## config.mk

```make
export PLATFORM = sky130hd
export DESIGN_NAME = lucas_number_mod_prime
export DESIGN_NICKNAME = d
export VERILOG_FILES = /design/src/hdl/lnmp_pkg.sv /design/src/hdl/lucas_number_mod_prime.sv /design/src/hdl/lnmp_mulmod.sv
export SDC_FILE = /design/constraint.sdc
export NUM_CORES = 2
export LEC_CHECK = 0
export BUFFER_PORTS_ARGS = -buffer_cell sky130_fd_sc_hd__buf_2
export CORE_UTILIZATION = 60
export DETAILED_ROUTE_END_ITERATION = 10
export GPL_TIMING_DRIVEN = 0
export PLACE_DENSITY_LB_ADDON = 0.08
export SYNTH_ARGS = -nofsm -noshare
export SYNTH_HDL_FRONTEND = slang
export SYNTH_HIERARCHICAL = 1
export SYNTH_SLANG_ARGS = --single-unit
```

## constraint.sdc

```tcl
create_clock -name clk -period 10.5 [get_ports clk]
set_input_delay 2.625 -clock clk [delete_from_list [all_inputs] [get_ports clk]]
set_output_delay 2.625 -clock clk [all_outputs]
set_load 0.005 [all_outputs]
```

## src/hdl/lnmp_pkg.sv

```systemverilog
// shared types, constants and helpers for the lucas number mod prime block
package lnmp_pkg;

    localparam int VAL_W = 30;

    typedef logic [VAL_W-1:0] val_t;

    // 2x2 matrix, index [row][col]
    typedef logic [1:0][1:0][VAL_W-1:0] mat_t;

    localparam val_t PRIME = 30'd1000000007;
    localparam logic [31:0] PRIME_X2 = 32'd2000000014;

    // floor(2^60 / PRIME) for the barrett quotient estimate
    localparam logic [30:0] BARRETT_MU = 31'd1152921496;

    localparam mat_t MAT_IDENTITY = {30'd1, 30'd0, 30'd0, 30'd1};
    localparam mat_t MAT_FIB      = {30'd0, 30'd1, 30'd1, 30'd1};

    typedef enum logic [2:0] {
        ST_IDLE,
        ST_BIT,
        ST_ISSUE,
        ST_WAIT,
        ST_COMMIT,
        ST_TRACE
    } ctl_state_t;

    typedef enum logic [2:0] {
        MM_IDLE,
        MM_MUL,
        MM_EST,
        MM_QP,
        MM_FIX
    } mm_state_t;

    typedef struct packed {
        logic start;
        val_t a;
        val_t b;
    } mm_req_t;

    typedef struct packed {
        logic done;
        val_t result;
    } mm_rsp_t;

    // (a + b) mod PRIME for operands already below PRIME
    function automatic val_t mod_add(input val_t a, input val_t b);
        logic [VAL_W:0] s;
        s = {1'b0, a} + {1'b0, b};
        if (s >= {1'b0, PRIME})
        begin
            s = s - {1'b0, PRIME};
        end
        return s[VAL_W-1:0];
    endfunction

endpackage

```

## src/hdl/lucas_number_mod_prime.sv

```systemverilog
// top level: lucas number mod prime by fibonacci matrix powering on a shared multiply-reduce unit
// one accumulator product per set exponent bit, one squaring per bit below the highest set bit
// each matrix product is 8 modular products on the one multiply-reduce unit
// one transaction at a time; the result register lets the next one start early
// reset: asynchronous, active low, clears the sequencer and valid flags; no clearing pass
module lucas_number_mod_prime #(
    parameter int EXPONENT_WIDTH = 31
) (
    input  logic                      clk,
    input  logic                      rst_n,
    input  logic                      req_valid,
    output logic                      req_stall,
    input  logic [EXPONENT_WIDTH-1:0] exponent,
    output logic                      rsp_valid,
    input  logic                      rsp_stall,
    output logic [29:0]               lucas_value
);

    // sequencer state
    lnmp_pkg::ctl_state_t state_reg;
    lnmp_pkg::ctl_state_t state_next;

    // remaining exponent bits, shifted down one per squaring
    logic [EXPONENT_WIDTH-1:0] exp_reg;
    logic [EXPONENT_WIDTH-1:0] exp_next;

    // accumulator, running base and the matrix being built
    lnmp_pkg::mat_t acc_reg;
    lnmp_pkg::mat_t acc_next;
    lnmp_pkg::mat_t base_reg;
    lnmp_pkg::mat_t base_next;
    lnmp_pkg::mat_t tmp_reg;
    lnmp_pkg::mat_t tmp_next;

    // first of the two products of an entry
    lnmp_pkg::val_t part_reg;
    lnmp_pkg::val_t part_next;

    // product index: row, col, inner term
    logic [2:0] prod_idx_reg;
    logic [2:0] prod_idx_next;

    // set while squaring the base, clear while multiplying into the accumulator
    logic sq_reg;
    logic sq_next;

    logic           out_valid_reg;
    logic           out_valid_next;
    lnmp_pkg::val_t out_value_reg;
    lnmp_pkg::val_t out_value_next;

    lnmp_pkg::mm_req_t mm_req;
    lnmp_pkg::mm_rsp_t mm_rsp;

    lnmp_pkg::mat_t left_mat;
    logic           row_i;
    logic           col_j;
    logic           term_k;
    logic           out_free;

    assign row_i  = prod_idx_reg[2];
    assign col_j  = prod_idx_reg[1];
    assign term_k = prod_idx_reg[0];

    // squaring uses the base on both sides
    assign left_mat = sq_reg ? base_reg : acc_reg;

    // output slot is free when empty or being taken this cycle
    assign out_free = !out_valid_reg || !rsp_stall;

    lnmp_mulmod u_mulmod (
        .clk   (clk),
        .rst_n (rst_n),
        .req   (mm_req),
        .rsp   (mm_rsp)
    );

    // next state
    always_comb
    begin
        state_next = state_reg;
        case (state_reg)
            lnmp_pkg::ST_IDLE:
            begin
                if (req_valid)
                begin
                    state_next = lnmp_pkg::ST_BIT;
                end
            end
            lnmp_pkg::ST_BIT:
            begin
                state_next = (exp_reg == '0) ? lnmp_pkg::ST_TRACE : lnmp_pkg::ST_ISSUE;
            end
            lnmp_pkg::ST_ISSUE:
            begin
                state_next = lnmp_pkg::ST_WAIT;
            end
            lnmp_pkg::ST_WAIT:
            begin
                if (mm_rsp.done)
                begin
                    state_next = (prod_idx_reg == 3'd7) ? lnmp_pkg::ST_COMMIT
                                                        : lnmp_pkg::ST_ISSUE;
                end
            end
            lnmp_pkg::ST_COMMIT:
            begin
                state_next = lnmp_pkg::ST_BIT;
            end
            lnmp_pkg::ST_TRACE:
            begin
                if (out_free)
                begin
                    state_next = lnmp_pkg::ST_IDLE;
                end
            end
            default:
            begin
                state_next = lnmp_pkg::ST_IDLE;
            end
        endcase
    end

    // datapath and unit requests
    always_comb
    begin
        exp_next       = exp_reg;
        acc_next       = acc_reg;
        base_next      = base_reg;
        tmp_next       = tmp_reg;
        part_next      = part_reg;
        prod_idx_next  = prod_idx_reg;
        sq_next        = sq_reg;
        out_value_next = out_value_reg;
        out_valid_next = out_valid_reg && rsp_stall;

        mm_req.start = 1'b0;
        mm_req.a     = left_mat[row_i][term_k];
        mm_req.b     = base_reg[term_k][col_j];

        case (state_reg)
            lnmp_pkg::ST_IDLE:
            begin
                if (req_valid)
                begin
                    exp_next      = exponent;
                    acc_next      = lnmp_pkg::MAT_IDENTITY;
                    base_next     = lnmp_pkg::MAT_FIB;
                    prod_idx_next = 3'd0;
                end
            end
            lnmp_pkg::ST_BIT:
            begin
                // low bit set: fold the base in first, square afterwards
                sq_next = !exp_reg[0];
            end
            lnmp_pkg::ST_ISSUE:
            begin
                mm_req.start = 1'b1;
            end
            lnmp_pkg::ST_WAIT:
            begin
                if (mm_rsp.done)
                begin
                    if (!term_k)
                    begin
                        part_next = mm_rsp.result;
                    end
                    else
                    begin
                        tmp_next[row_i][col_j] = lnmp_pkg::mod_add(part_reg, mm_rsp.result);
                    end
                    prod_idx_next = prod_idx_reg + 3'd1;
                end
            end
            lnmp_pkg::ST_COMMIT:
            begin
                prod_idx_next = 3'd0;
                if (sq_reg)
                begin
                    base_next = tmp_reg;
                    exp_next  = exp_reg >> 1;
                end
                else
                begin
                    acc_next   = tmp_reg;
                    exp_next[0] = 1'b0;
                end
            end
            lnmp_pkg::ST_TRACE:
            begin
                if (out_free)
                begin
                    out_value_next = lnmp_pkg::mod_add(acc_reg[0][0], acc_reg[1][1]);
                    out_valid_next = 1'b1;
                end
            end
            default:
            begin
                prod_idx_next = 3'd0;
            end
        endcase
    end

    always_ff @(posedge clk or negedge rst_n)
    begin
        if (!rst_n)
        begin
            state_reg     <= lnmp_pkg::ST_IDLE;
            prod_idx_reg  <= 3'd0;
            out_valid_reg <= 1'b0;
        end
        else
        begin
            state_reg     <= state_next;
            prod_idx_reg  <= prod_idx_next;
            out_valid_reg <= out_valid_next;
        end
    end

    always_ff @(posedge clk)
    begin
        exp_reg       <= exp_next;
        acc_reg       <= acc_next;
        base_reg      <= base_next;
        tmp_reg       <= tmp_next;
        part_reg      <= part_next;
        sq_reg        <= sq_next;
        out_value_reg <= out_value_next;
    end

    // a new transaction is taken only while the sequencer is idle
    assign req_stall   = (state_reg != lnmp_pkg::ST_IDLE);
    assign rsp_valid   = out_valid_reg;
    assign lucas_value = out_value_reg;

    // a result appears only out of the trace step
    a_rise_from_trace: assert property (@(posedge clk) disable iff (!rst_n)
        $rose(out_valid_reg) |-> $past(state_reg == lnmp_pkg::ST_TRACE))
        else $error("result valid rose outside the trace step");

    // the result is always fully reduced
    a_reduced: assert property (@(posedge clk) disable iff (!rst_n)
        rsp_valid |-> (lucas_value < lnmp_pkg::PRIME))
        else $error("result not reduced below the prime");

    // the multiply-reduce unit answers only while the sequencer waits for it
    a_done_in_wait: assert property (@(posedge clk) disable iff (!rst_n)
        mm_rsp.done |-> (state_reg == lnmp_pkg::ST_WAIT))
        else $error("multiply-reduce done outside the wait step");

    // every matrix product starts at its first term
    a_idx_at_bit: assert property (@(posedge clk) disable iff (!rst_n)
        (state_reg == lnmp_pkg::ST_BIT) |-> (prod_idx_reg == 3'd0))
        else $error("product index not cleared at bit step");

endmodule

```

## src/hdl/lnmp_mulmod.sv

```systemverilog
// shared multiply-reduce unit: (a * b) mod prime by barrett reduction on one multiplier
module lnmp_mulmod (
    input  logic              clk,
    input  logic              rst_n,
    input  lnmp_pkg::mm_req_t req,
    output lnmp_pkg::mm_rsp_t rsp
);

    lnmp_pkg::mm_state_t state_reg;
    lnmp_pkg::mm_state_t state_next;

    lnmp_pkg::val_t op_a_reg;
    lnmp_pkg::val_t op_b_reg;
    logic [59:0]    x_reg;
    logic [61:0]    prod_reg;
    lnmp_pkg::val_t result_reg;
    lnmp_pkg::val_t result_next;
    logic           done_reg;
    logic           done_next;

    logic [30:0] mult_x;
    logic [30:0] mult_y;
    logic [61:0] product;

    logic [31:0] diff;
    logic [32:0] diff_m1;
    logic [32:0] diff_m2;

    // the one multiplier, operands picked by step
    always_comb
    begin
        case (state_reg)
            lnmp_pkg::MM_EST:
            begin
                mult_x = x_reg[59:29];
                mult_y = lnmp_pkg::BARRETT_MU;
            end
            lnmp_pkg::MM_QP:
            begin
                mult_x = prod_reg[61:31];
                mult_y = {1'b0, lnmp_pkg::PRIME};
            end
            default:
            begin
                mult_x = {1'b0, op_a_reg};
                mult_y = {1'b0, op_b_reg};
            end
        endcase
    end

    assign product = mult_x * mult_y;

    // remainder is below three times the prime, so 32 bits carry it
    assign diff    = x_reg[31:0] - prod_reg[31:0];
    assign diff_m1 = {1'b0, diff} - {3'b000, lnmp_pkg::PRIME};
    assign diff_m2 = {1'b0, diff} - {1'b0, lnmp_pkg::PRIME_X2};

    always_comb
    begin
        case (state_reg)
            lnmp_pkg::MM_IDLE: state_next = req.start ? lnmp_pkg::MM_MUL : lnmp_pkg::MM_IDLE;
            lnmp_pkg::MM_MUL:  state_next = lnmp_pkg::MM_EST;
            lnmp_pkg::MM_EST:  state_next = lnmp_pkg::MM_QP;
            lnmp_pkg::MM_QP:   state_next = lnmp_pkg::MM_FIX;
            lnmp_pkg::MM_FIX:  state_next = lnmp_pkg::MM_IDLE;
            default:           state_next = lnmp_pkg::MM_IDLE;
        endcase
    end

    always_comb
    begin
        done_next   = 1'b0;
        result_next = result_reg;
        if (state_reg == lnmp_pkg::MM_FIX)
        begin
            done_next = 1'b1;
            if (!diff_m2[32])
            begin
                result_next = diff_m2[29:0];
            end
            else if (!diff_m1[32])
            begin
                result_next = diff_m1[29:0];
            end
            else
            begin
                result_next = diff[29:0];
            end
        end
    end

    always_ff @(posedge clk or negedge rst_n)
    begin
        if (!rst_n)
        begin
            state_reg <= lnmp_pkg::MM_IDLE;
            done_reg  <= 1'b0;
        end
        else
        begin
            state_reg <= state_next;
            done_reg  <= done_next;
        end
    end

    always_ff @(posedge clk)
    begin
        if (state_reg == lnmp_pkg::MM_IDLE && req.start)
        begin
            op_a_reg <= req.a;
            op_b_reg <= req.b;
        end
        if (state_reg == lnmp_pkg::MM_MUL)
        begin
            x_reg <= product[59:0];
        end
        if (state_reg == lnmp_pkg::MM_EST || state_reg == lnmp_pkg::MM_QP)
        begin
            prod_reg <= product;
        end
        result_reg <= result_next;
    end

    assign rsp.done   = done_reg;
    assign rsp.result = result_reg;

endmodule

```

==> run_results.csv <==
group,metric,value,unit
grt,gr-total-overflow,0,
die,row_count,119,
worst_setup_path,regToRegSetupSlack,0.07,ns
power,p_int,5.51,mW
power,p_per_area,118,mW/mm2
yosys,synth_area,0.0643,mm2
routing,antenna_left,0,
yosys,synth-seq-cells,675,
die,core,0.106,mm2
timing,slew_viol_final,0,
grt,grt_pass1_wl,334000,um
clock_tree,clk_latency,0.63,ns
placed_design,place_area,0.0670,mm2
die,die_area,0.108,mm2
finish,multiInputGateArea,0.0402,mm2
worst_setup_path,slowest_stage,"o21ai_1",
power,netSwitchingFraction,33.6,%
timing,worst_pin_slew,1.40,ns
clock_tree,clk_path_buf_depth,3,
placed_design,place_congestion,1.11,
timing,whs,0.460,ns
finish,regArea,0.0202,mm2
yosys,synth_xor_area_share,2.69,%
worst_setup_path,max_stage_delay,1.15,ns
worst_setup_path,crit_fanout,10,
timing,hold_viol,0,
routing,drt-total-wl,230000,um
timing,tns,0,ns
grt,grt_max_degree,61,
power,ir_worst_vdd,0.179,mV
placed_design,numPortBuffers,66,
run_status,outcome,"completed",
timing,slew_headroom,6.01,%
yosys,syn_inst,6077,
worst_setup_path,crit_type,"reg -> reg",
timing,fin_crit_sh,99.4,%
routing,drt-initial-drc-count,5989,
clock_tree,root_buffer,"clkbuf_16",
yosys,synth_area_per_cell,10.6,um2
worst_setup_path,crit_path_start_kind,"flop",
routing,routed_via_density,6.35,
yosys,seq_area_frac_synth,31.5,%
power,clkPwrFrac,29.7,%
yosys,synth_edf_count,664,
yosys,synthSimpleGateAreaFrac,13.6,%
hold_path,worstHoldPathType,"reg -> reg",
finish,final_util,66.3,%
job,cap_violations,0,
timing,setup_violations,0,
finish,n_fill_cell,8273,
worst_setup_path,endpoint_kind,"flop",
routing,drt_first_pass_iters,6,
timing,period_needed,10.43,ns
power,p_comb_share,31.7,%
routing,drt-wirelength-per-cell,29.8,um
die,io_pins,67,
yosys,synth_top_family_by_area,"adder cells",
die,die_h,329,um
finish,fin_nets,7493,
finish,stdcell_area,0.0701,mm2
die,initial_core_util,60.8,%
timing,fmax,95.8,MHz
yosys,synth_compound_area_share,8.12,%
grt,antenna_found_initial,5,
finish,post_route_cells_drive_above_1_share,10.9,%
routing,vias,49000,
timing,fin_skew,0.0339,ns
yosys,yosysWarnings,6,
clock_tree,clkSlewWorstSetupHoldPaths,0.06,ns
grt,track_usage,43.4,%
power,p_leak,30.9,nW
yosys,synthFlopType,"edfxtp_1",
routing,drc,0,
clock_tree,cts_inserted_buffers,69,
power,p_seq_share,38.6,%
worst_setup_path,crit_top_cell,"fa_1",
yosys,ys_types,122,
worst_setup_path,required,10.86,ns
yosys,async_flop_share,1.63,%
clock_tree,cts-htree-levels,3,
finish,area_growth,9.09,%
clock_tree,cts_sinks,675,
clock_tree,cts_tree,"yes",
die,die_w,329,um
yosys,synthAdderAreaFrac,33.0,%
worst_setup_path,crit_arrival,10.80,ns
grt,first_global_vias,49400,
placed_design,dp_hpwl,187000,um
yosys,muxShareOfSynthArea,4.11,%
power,p_sw,2.79,mW
==> repair_timing <==
action | in CTS | in global routing
cloned | 0 | 0
pin swaps | 1 | 7
endpoints found under the setup margin | 70 | 32
hold buffers | 0 | 0
setup buffers | 7 | 5
gates resized for setup | 207 | 139
==> cell type report <==
type	instances	share of cell area (%)
multi-input combinational	4237	57.3
sequential	675	28.8
inverter	887	4.75
clock buffer	88	2.65
tap	1391	2.48
buffer	272	1.91
timing repair buffer	124	1.45
clock inverter	40	0.584
antenna	6	0.0214
==> cells in the final DEF, fill, tap and decap left out, types with 30 or more instances in the layout <==
cell       instances
a21oi_1          186
nand4_1           36
xor2_1            73
clkbuf_2          63
inv_1            887
o21ai_1           36
nor2_1           629
nor3_1            50
buf_2            114
xnor2_1          112
nand2_1          725
o21ai_0           86
clkbuf_1         122
fa_1             840
buf_6             30
a21o_1            83
mux4_2            90
nand2b_1          43
mux2_2            35
clkbuf_16         70
nand3_1           70
ha_1             351
and2_1            57
and3_1           157
buf_4             33
o21a_1            38
edfxtp_1         664
==> cell families (layout without fill, tap and decap cells) <==
logic type | after synthesis | in the layout
flip-flops | 675 | 675
multiplexers | 147 | 147
AO/OA/AOI/OAI | 756 | 756
other | 2 | 12
buffers and inverters | 1169 | 1411
AND/OR/NAND/NOR | 1944 | 1944
adder cells (fa/ha/maj) | 1192 | 1192
XOR/XNOR | 192 | 192
==> worst paths after layout <==
path / startpoint / endpoint / cells after the start
max in group asynchronous: rst_n / u_mulmod/state_reg[0] / 1
setup / recovery: u_mulmod/state_reg[2] / u_mulmod/x_reg[54] / 29
hold reg to reg: u_mulmod/result_reg[24] / part_reg[24] / 0
min in group asynchronous: rst_n / u_mulmod/done_reg / 1
setup reg to reg: u_mulmod/state_reg[2] / u_mulmod/x_reg[54] / 29
hold / removal: u_mulmod/result_reg[24] / part_reg[24] / 0
==> power groups by stage <==
stage | combinational (mW) | sequential [mW] | clock (mW)
4_1_cts | 2.56 | 3.21 | 2.48
2_1_floorplan | 1.87 | 3.24 | 0
6_report | 2.63 | 3.21 | 2.46
3_5_place_dp | 2.50 | 3.26 | 0
5_1_grt | 2.83 | 3.22 | 2.58
3_3_place_gp | 2.50 | 3.26 | 0
==> cells in the mapped netlist (23+ instances only) <==
master    number  share of area, %
a211oi_1      23              0.27
a21o_1        83              0.97
a21oi_1      198               1.5
a31oi_1       33              0.32
and2_1        57              0.55
and3_1       157               1.5
buf_1         27              0.16
buf_2         29              0.23
clkbuf_1     214               1.3
edfxtp_1     664                31
fa_1         840                26
ha_1         352               6.9
inv_1        887               5.2
mux2_2        35              0.61
mux4_2        90               3.2
nand2_1      733               4.3
nand2b_1      44              0.43
nand3_1       70              0.55
nand4_1       36              0.35
nor2_1       643               3.8
nor3_1        54              0.42
nor4_1        23              0.22
o21a_1        52              0.61
o21ai_0      112              0.87
o21ai_1       38              0.30
xnor2_1      113               1.5
xor2_1        73              0.99
==> critical path: cells and delay by family, from the launching register on <==
kind	cells	cell delay, ns
DFF	1	0.42
xor gates and xnor gates	1	0.36
AOI/OAI and AO/OA	11	3.53
buffers and inverters	6	0.88
adders and majority gates	9	4.51
and+or+nand+nor	2	0.45
==> metal layers <==
| metal | routed length [um] | part of all wire, % | GRT usage (%) |
|---|---|---|---|
| met2 | 105000 | 46 | 67.9 |
| met1 | 82500 | 36 | 54.7 |
| met5 | 26 | 0.011 | 0 |
| met4 | 18400 | 8.0 | 28.4 |
| met3 | 24000 | 10 | 9.57 |
==> through the flow <==
step | total power, mW | std cells | setup WS [ns]
2_1_floorplan | 5.11 | 6081 | 0.216
6_report | 8.30 | 7720 | 0.0653
3_3_place_gp | 5.76 | 7538 | -4.93
5_1_grt | 8.62 | 7714 | -0.0295
3_5_place_dp | 5.76 | 7584 | -1.97
4_1_cts | 8.25 | 7712 | 0.00923
No activity file was read; power rests on OpenSTA's default activity.
